`src/rtl/fcc_pkg.sv`:
```
// Shared types and constants of the flow classifier.
`default_nettype none
package fcc_pkg;
	localparam int FLOW_ENTRIES = 64;
	localparam int FLOW_IX_W = (FLOW_ENTRIES > 1) ? $clog2(FLOW_ENTRIES) : 1;
	localparam int FLOW_CNT_W = $clog2(FLOW_ENTRIES + 1);

	localparam logic [7:0] PROTO_TCP = 8'd6;
	localparam logic [7:0] PROTO_UDP = 8'd17;
	localparam logic [15:0] UDP_HDR_BYTES = 16'd8;

	typedef enum logic [1:0] {
		CLS_TCP   = 2'd0,
		CLS_UDP   = 2'd1,
		CLS_OTHER = 2'd2
	} pkt_class_t;

	typedef enum logic [1:0] {
		ST_IDLE,
		ST_CMP,
		ST_UPD
	} fcc_state_t;

	typedef struct packed {
		logic load;
		logic cmp;
		logic commit;
	} fcc_cmd_t;
endpackage
`default_nettype wire

```
`src/rtl/fcc_ctrl.sv`:
```
// Controller: sequences capture, table compare and commit of each request.
`default_nettype none
module fcc_ctrl (
	input  wire logic              clk,
	input  wire logic              arst_n,
	input  wire logic              in_valid,
	output logic                   in_stall,
	output logic                   out_valid,
	input  wire logic              out_stall,
	output fcc_pkg::fcc_cmd_t      cmd
);
	import fcc_pkg::*;

	fcc_state_t state_q, state_d;
	logic       out_valid_q;
	logic       out_free;

	assign out_free = !out_valid_q || !out_stall;

	always_comb begin
		state_d = state_q;
		unique case (state_q)
			ST_IDLE: if (in_valid) state_d = ST_CMP;
			ST_CMP:  state_d = ST_UPD;
			ST_UPD:  if (out_free) state_d = ST_IDLE;
			default: state_d = ST_IDLE;
		endcase
	end

	always_comb begin
		cmd.load   = (state_q == ST_IDLE) && in_valid;
		cmd.cmp    = (state_q == ST_CMP);
		cmd.commit = (state_q == ST_UPD) && out_free;
		in_stall   = (state_q != ST_IDLE);
	end

	always_ff @(posedge clk or negedge arst_n) begin
		if (!arst_n) begin
			state_q     <= ST_IDLE;
			out_valid_q <= 1'b0;
		end else begin
			state_q     <= state_d;
			out_valid_q <= cmd.commit || (out_valid_q && out_stall);
		end
	end

	assign out_valid = out_valid_q;

	// a result is only replaced once the old one has gone
	a_commit_free: assert property (@(posedge clk) disable iff (!arst_n)
		cmd.commit |-> (!out_valid_q || !out_stall))
		else $error("commit over a pending result");
	a_load_cmp: assert property (@(posedge clk) disable iff (!arst_n)
		cmd.load |=> cmd.cmp)
		else $error("compare did not follow capture");
	a_single_cmd: assert property (@(posedge clk) disable iff (!arst_n)
		$onehot0({cmd.load, cmd.cmp, cmd.commit}))
		else $error("overlapping commands");
endmodule
`default_nettype wire

```
`config.mk`:
```
export PLATFORM = sky130hd
export DESIGN_NAME = fcc_ctrl
export DESIGN_NICKNAME = d
export VERILOG_FILES = /design/src/rtl/fcc_pkg.sv /design/src/rtl/fcc_ctrl.sv
export SDC_FILE = /design/constraint.sdc
export NUM_CORES = 1
export LEC_CHECK = 0
export BUFFER_PORTS_ARGS = -buffer_cell sky130_fd_sc_hd__clkbuf_2
export CAP_MARGIN = 20
export CELL_PAD_IN_SITES_DETAIL_PLACEMENT = 1
export CELL_PAD_IN_SITES_GLOBAL_PLACEMENT = 1
export CORE_AREA = 2 2 39 41
export DETAILED_ROUTE_END_ITERATION = 8
export DIE_AREA = 0 0 41 43
export GPL_ROUTABILITY_DRIVEN = 0
export PLACE_DENSITY_LB_ADDON = 0.2
export SYNTH_ARGS = -nofsm -noshare
export SYNTH_HDL_FRONTEND = slang
export SYNTH_SLANG_ARGS = --single-unit
```
`constraint.sdc`:
```
create_clock -name clk -period 0.8 [get_ports clk]
set_input_delay 0.08 -clock clk [delete_from_list [all_inputs] [get_ports clk]]
set_output_delay 0.08 -clock clk [all_outputs]
set_load 0.02 [all_outputs]
```
==> results of run 1 <==
[cell usage after synthesis]
cell type	number	share of area (%)
o21bai_1	1	5.7
nor2_1	2	5.7
a21oi_1	1	3.8
dfrtp_1	3	57
buf_4	1	5.7
inv_1	1	2.8
nor2b_1	1	4.7
nand2_1	2	5.7
or2_1	1	4.7
nand2b_1	1	4.7
[layer usage]
| metal | GRT usage [%] | part of all wire [%] | vias up |
|---|---|---|---|
| met3 | 6.28 | 14 | 2 |
| met4 | 8.00 | 2.4 | 0 |
| met2 | 5.00 | 41 | 8 |
| met5 | 0 | 0 | - |
| met1 | 4.50 | 41 | 62 |
| li1 | - | - | 68 |
[kinds of logic (layout without fill, tap and decap cells)]
group,after synthesis,after routing
simple gates,7,7
buf+inv,2,15
flops,3,3
compound gates,2,2
[layout make-up]
type | count | share of cell area [%]
repair buffers | 10 | 31.0
multi-input cells | 9 | 24.8
flip-flops and latches | 3 | 26.5
clock buffers | 4 | 9.29
well taps | 16 | 7.08
inverters | 1 | 1.33
[state kept, by name, summed over array words and instances, names as in the netlist]
signal,count
state_q,2
out_valid,1
[worst max-delay path by stage]
stage                      startpoint     end  slack, ns  cells past startpoint
2_1_floorplan  state_q[0]$_DFFE_PN0P_  cmd[2]      -0.08                      2
3_3_place_gp   state_q[0]$_DFFE_PN0P_  cmd[2]      -0.14                      3
3_5_place_dp   state_q[0]$_DFFE_PN0P_  cmd[2]      -0.16                      3
4_1_cts        state_q[0]$_DFFE_PN0P_  cmd[2]      -0.41                      3
5_1_grt        state_q[0]$_DFFE_PN0P_  cmd[0]      -0.44                      3
6_report       state_q[0]$_DFFE_PN0P_  cmd[2]      -0.38                      3
[power by group]
group | total (uW) | switching, uW | leakage, uW | internal, uW
sequential | 252 | 50.9 | 0.0000384 | 201
combinational | 463 | 224 | 0.0000819 | 238
clock | 266 | 79.5 | 0.0000150 | 187
total | 981 | 355 | 0.000135 | 626
[tightest hold or removal path: cells and delay by family]
kind	cells	cell delay [ns]
and+or+nand+nor	1	0.05
buffers and inverters	2	0.19
[what timing repair did]
item,in CTS,in global routing
hold endpoints to repair,3,0
endpoints found under the setup margin,8,8
gates resized for setup,7,4
hold buffers,1,0
[metrics by stage]
step           instances  instance area [um2]  utilization [%]  setup slack (ns)  setup TNS [ns]
2_1_floorplan         14                  154                -           -0.0757         -0.0973
3_3_place_gp          38                  214             15.5            -0.144          -0.462
3_5_place_dp          38                  214             15.5            -0.157          -0.528
4_1_cts               43                  275             19.9            -0.408           -1.74
5_1_grt               43                  283             20.4            -0.443           -2.06
6_report              43                  283             20.4            -0.383           -1.58
==> out/metrics.yaml, run 1 <==
wirelength_um: 335
clk_latency_ns: 0.23
period_minus_slack_ns: 1.18
max_stage_delay_ns: 0.38
status: "finished with violations"
worst-path-buf-inv: 1
synth_compound_area_share_pct: 9.43
grt_pass1_wl_um: 510
synthAdderAreaFrac_pct: 0
holdPathStages: 3
synth.cell_area_um2: 133
grt_max_degree: 4
die_w_um: 41
boundaryPins: 9
setup_viol: 8
htreeDepth: 1
fin_hold_ws_ns: 0.122
antenna_found_initial: 0
reg2regPathDepth: 3
timing.slew.headroom_pct: 89.0
io_buffer_count: 8
drcViolationCount: 0
hp-class: "in -> reg"
crit_path_top_delay_cell: "dfrtp_1"
r2r-start: "state_q[0]$_DFFE_PN0P_"
fillerInstances: 164
gr-usage-all-layers_pct: 5.42
synth-simple-area-share_pct: 25.5
hold_viol: 0
grt_pass1_vias: 126
vias: 140
multiInputGateArea_um2: 70.1
hold_path_startpoint: "in_valid"
cp-end-kind: "primary output"
wl_per_cell_um: 7.79
rrSetupSlack_ns: -0.12
vias_per_cell: 3.26
ff_latch_area_um2: 75.1
syn-num-nets: 18
synth.distinct_cells: 10
clk_pin_slew_ns: 0.04
postCtsSetupRepairBufs: 0
cp-start-kind: "flip-flop"
yosysWarnings: 0
synth_xor_area_share_pct: 0
drtPass1Iterations: 1
start_util_pct: 9.58
timing.final.crit_share_pct: 148
ir_drop_uv: 781
cp_top_family: "flip-flops"
cts.sinks: 3
dieArea_um2: 1760
core_area_um2: 1380
synthCells: 14
antennaDiodeCount: 0
synth_top_family_by_area: "simple AND/OR/NAND/NOR gates"
hpwl_um: 244
numCtsBuffers: 3
final_common_cell: "clkbuf_4"
cts.path.max_buffers: 2
cts-root-buf: "clkbuf_4"
cp.required_ns: 0.72
crit_chain: "or2_4 -> nor2_4 -> buf_8"
maxSlewViolCount: 0
nets: 32
drv_cap: 0
crit_type: "reg -> out"
rows: 14
cp.arrival_ns: 1.10
overflow: 0
drtIter0Drc: 0
r2r_end: "state_q[1]$_DFFE_PN0P_"
skew_ns: 0.00247
crit_fanout: 3
area_delta_synth_final_pct: 113
cts_tree: "built"
ys_seq_elements: 3
leakage_uw: 0.000135
fmax_mhz: 845
ant_nets: 0
ys_seq_area_share_pct: 56.6
layout_common_cells: "clkbuf_4 (5), clkbuf_2 (3), dfrtp_1 (3)"
die_y_um: 43
power_uw: 981
p_per_area_nw_per_um2: 3470
setup_slack_ns: -0.383
violations: "negative setup slack"
whs_endpoint: "state_q[0]$_DFFE_PN0P_"
worst_pin_slew_ns: 0.166
syn_area_per_cell_um2: 9.47
synth.area.mux_share_pct: 0
rsz0062_at_grt: "yes"
final_layout_size_suffix_gt1_share_pct: 59.3
Power figures use the tool's default switching activity.
==> run 2, diff against run 1 <==
Settings changed: SETUP_SLACK_MARGIN set to 0.5.
==> run 2 against run 1 <==
  * The flow finishes with violations (negative hold slack, negative setup slack)
  * Clock skew hardly changed
  * Critical path depth did not move
  * Clock power is essentially flat
  * Core utilization shrank 0.99 points
  * Cell count fell by 2.3%
  * Total power shrank 0.82%
  * Sequential share of layout area grew 1.8 points
  * Largest power group unchanged
==> out/metrics.yaml, run 2 (synthesized netlist as in run 1, its figures left out) <==
status: "finished with violations"
violations: "negative hold slack, negative setup slack"
dieArea_um2: 1760
grt_pass1_vias: 127
p_switching_uw: 353
setup_slack_ns: -0.382
cts_tree: "built"
swShare_pct: 36.2
largest_register_ff_count: 2
nets: 31
layout_common_cells: "clkbuf_4 (5), clkbuf_2 (3), nand2_1 (2), buf_6 (2), dfrtp_1 (2)"
cts-root-buf: "clkbuf_4"
cts.sinks: 3
wl_per_cell_um: 7.81
grt_pass1_wl_um: 489
tns_ns: -1.54
cts.path.max_buffers: 2
fillerInstances: 163
power_uw: 973
overflow: 0
max_stage_delay_ns: 0.38
ant_nets: 0
power.internal_uw: 620
timing.final.crit_share_pct: 148
clk_latency_ns: 0.23
setup_viol: 8
place_ws_ns: -0.166
drv_cap: 0
combPwrFrac_pct: 46.4
period_minus_slack_ns: 1.18
rows: 14
wirelength_um: 328
top_register: "state_q"
maxSlewViolCount: 0
hp-class: "in -> async"
seqPwrFrac_pct: 26.2
crit_fanout: 3
crit_type: "reg -> out"
multiInputGateArea_um2: 67.6
die_w_um: 41
hold_viol: 3
final_common_cell: "clkbuf_4"
final_layout_size_suffix_gt1_share_pct: 61.5
crit_path_top_delay_cell: "dfrtp_1"
vias: 140
cp.required_ns: 0.72
die_y_um: 43
core_area_um2: 1380
reg2regPathDepth: 3
timing.slew.headroom_pct: 90.2
leakage_uw: 0.000129
cp-start-kind: "flip-flop"
clk_pin_slew_ns: 0.04
antenna_found_initial: 0
cp.arrival_ns: 1.10
ff_latch_area_um2: 76.3
p_per_area_nw_per_um2: 3620
boundaryPins: 9
start_util_pct: 9.58
ir_drop_uv: 924
rsz0062_at_grt: "yes"
fmax_mhz: 846
worst-path-buf-inv: 1
worst_pin_slew_ns: 0.147
p_clk_share_pct: 27.5
grt_max_degree: 4
io_buffer_count: 8
crit_chain: "or2_4 -> nor2_4 -> buf_8"
gr-usage-all-layers_pct: 5.13
drtIter0Drc: 0
vias_per_cell: 3.33
cp.depth: 3
antennaDiodeCount: 0
fin_hold_ws_ns: -0.361
area_delta_synth_final_pct: 103
numCtsBuffers: 3
drcViolationCount: 0
hpwl_um: 258
drtPass1Iterations: 1
htreeDepth: 1
cp-end-kind: "primary output"
skew_ns: 0.00200
cp_top_family: "flip-flops"
==> run 2: cell count changes in the layout (fill, tap and decap cells not counted) <==
cell	previous run	this run
buf_6	1	2
clkbuf_8	1	0
dfrtp_1	3	2
dfrtp_2	0	1
dlygate4sd3_1	1	0
nor2_1	0	1
nor2_2	1	0
==> run 2: metrics by stage <==
step / instance area, um2 / hold slack, ns / utilization [%] / instances
after floorplan: 155 / -0.216 / - / 14
after detailed placement: 215 / -0.117 / 15.6 / 38
after CTS: 258 / -0.368 / 18.6 / 42
final: 269 / -0.361 / 19.4 / 42
after global placement: 215 / -0.119 / 15.6 / 38
after global routing: 269 / -0.365 / 19.4 / 42
==> run 2: path summary, 6_finish.rpt <==
check                                            start                endpoint  slack (ns)
worst max-delay path            state_q[0]$_DFFE_PN0P_                  cmd[2]       -0.38
worst min-delay path                            arst_n     out_valid$_DFF_PN0_       -0.36
worst max register to register  state_q[0]$_DFFE_PN0P_  state_q[1]$_DFFE_PN0P_       -0.12
worst min register to register     out_valid$_DFF_PN0_     out_valid$_DFF_PN0_        0.57
max in group asynchronous                       arst_n     out_valid$_DFF_PN0_        1.03
min in group clk                              in_valid  state_q[0]$_DFFE_PN0P_        0.11
==> run 2: timing repair <==
action                                 4_1_cts  5_1_grt
setup buffers                                0        0
pin swaps                                    0        1
setup endpoints to repair                    8        8
endpoints found under the hold margin        3        3
gates resized for setup                      5        6
==> run 2: layout make-up <==
cell class                 count  area share, %
sequential                     3           28.4
timing repair buffer           9           27.9
tap                           16           7.44
multi-input combinational      9           25.1
clock buffer                   4           9.77
inverter                       1           1.40
==> run 2: metal layers <==
| layer | wire [um] | global-route usage, % |
|---|---|---|
| met5 | 0 | 0 |
| met4 | 0 | 4.00 |
| met3 | 67 | 7.85 |
| met2 | 134 | 5.31 |
| met1 | 126 | 4.19 |
==> run 2: power by group through the flow <==
stage                     clock network [uW]  logic (uW)  registers (uW)
after floorplan                            0         233             274
after global placement                     0         359             250
after detailed placement                   0         363             255
after CTS                                284         407             253
after global routing                     290         483             262
final                                    267         451             254
==> run 3, diff against run 2 <==
Clock period 0.8 ns to 1 ns, I/O delays scaled along.
==> run 3 against run 2 <==
  * The run ends with negative setup slack left
  * Via count increased by 4.3%
  * Critical path depth unchanged
  * Die area unchanged
  * Sequential cell count unchanged
  * Routed wire length increased by 13%
  * Critical path type unchanged
==> out/metrics.yaml, run 3 (synthesized netlist as in run 1, its figures left out) <==
r2r-start: "state_q[1]$_DFFE_PN0P_"
final_layout_size_suffix_gt1_share_pct: 67.9
period_minus_slack_ns: 1.20
largest_register_ff_count: 2
place_ws_ns: 0.0149
ant_nets: 0
r2r_end: "state_q[1]$_DFFE_PN0P_"
numCtsBuffers: 3
vias: 146
crit_type: "reg -> out"
die_w_um: 41
maxSlewViolCount: 0
status: "finished with violations"
overflow: 0
cp.arrival_ns: 1.10
rsz0062_at_grt: "yes"
start_util_pct: 9.58
cts.path.max_buffers: 2
cp-end-kind: "primary output"
wl_per_cell_um: 8.43
layout_common_cells: "clkbuf_4 (4), clkbuf_2 (3), buf_8 (3)"
antenna_found_initial: 0
reg2regPathDepth: 3
nets: 33
grt_pass1_wl_um: 662
leakage_uw: 0.000148
setup_viol: 4
drtIter0Drc: 4
gr-usage-all-layers_pct: 6.02
clk_pin_slew_ns: 0.04
p_per_area_nw_per_um2: 2780
core_area_um2: 1380
rows: 14
drtPass1Iterations: 2
top_register: "state_q"
cts.sinks: 3
power_uw: 861
final_cell_area_um2: 310
skew_ns: 0.00133
crit_chain: "or2_4 -> nor2_4 -> buf_8"
final_util_pct: 22.4
final_common_cell: "clkbuf_4"
crit_fanout: 3
violations: "negative setup slack"
grt_max_degree: 4
hold_path_startpoint: "in_valid"
timing.final.crit_share_pct: 120
place_area_um2: 208
htreeDepth: 1
max_stage_delay_ns: 0.38
fmax_mhz: 835
drcViolationCount: 0
hold_viol: 0
cp-start-kind: "flip-flop"
io_buffer_count: 8
timing.slew.headroom_pct: 91.5
antennaDiodeCount: 0
endpoint: "cmd[2]"
drv_cap: 0
crit_path_top_delay_cell: "dfrtp_1"
ir_drop_uv: 762
die_y_um: 43
cp.required_ns: 0.90
cts_tree: "built"
startpoint: "state_q[0]$_DFFE_PN0P_"
cts-root-buf: "clkbuf_4"
boundaryPins: 9
wirelength_um: 371
worst_pin_slew_ns: 0.127
setup_slack_ns: -0.197
grt_pass1_vias: 168
dieArea_um2: 1760
hp-class: "in -> reg"
rrSetupSlack_ns: 0.14
vias_per_cell: 3.32
clk_latency_ns: 0.23
area_delta_synth_final_pct: 134
## run 3: cell types whose count changed in the layout (fill, tap and decap cells not counted)
cell	delta
clkbuf_4	-1
dlygate4sd3_1	+1
nor2b_1	-1
buf_8	+2
nand2b_4	+1
buf_4	+1
nor2b_2	+1
nand2b_1	-1
buf_6	-2
clkbuf_8	+1
## run 3: stage by stage
stage          setup TNS [ns]  hold slack [ns]  instances
2_1_floorplan               0           -0.196         14
3_3_place_gp                0          -0.0971         37
3_5_place_dp                0          -0.0970         37
4_1_cts                -0.734            0.119         44
5_1_grt                -0.884            0.141         44
6_report               -0.677            0.126         44
## run 3: layout make-up
cell class	instances	area, um2
multi-input combinational	9	77.6
clock buffer	4	26.3
inverter	1	3.75
timing repair buffer	11	106
fill	159	1070
sequential	3	76.3
tap	16	20.0
## run 3: worst min path at each step
stage / to / slack [ns] / depth (start not counted)
after CTS: state_q[0]$_DFFE_PN0P_ / 0.12 / 3
after global placement: state_q[1]$_DFFE_PN0P_ / -0.1 / 1
after detailed placement: state_q[1]$_DFFE_PN0P_ / -0.1 / 1
final: state_q[0]$_DFFE_PN0P_ / 0.13 / 3
after floorplan: out_valid$_DFF_PN0_ / -0.20 / 0
after global routing: state_q[0]$_DFFE_PN0P_ / 0.14 / 3
## run 3: worst max-delay path: cells and delay by family (launching register included)
family | cells | cell delay [ns]
buffers and inverters | 1 | 0.11
and+or+nand+nor | 2 | 0.37
DFF | 1 | 0.38
## run 3: routing by layer
layer	vias to the layer above	global-route usage, %	part of all wire, %
li1	71	-	-
met1	65	5.79	40
met2	10	8.44	46
met3	0	4.71	14
met4	0	4.00	0
met5	-	0	0
## run 3: what timing repair did
action	CTS	global route
setup endpoints to repair	8	8
hold endpoints to repair	3	0
hold buffers	1	0
resized for setup	11	3
buffers inserted	2	0
pin swaps	1	0
## run 3: power breakdown
group	internal, uW	switching [uW]
Combinational	242	190
Clock	150	66.7
Sequential	164	48.1
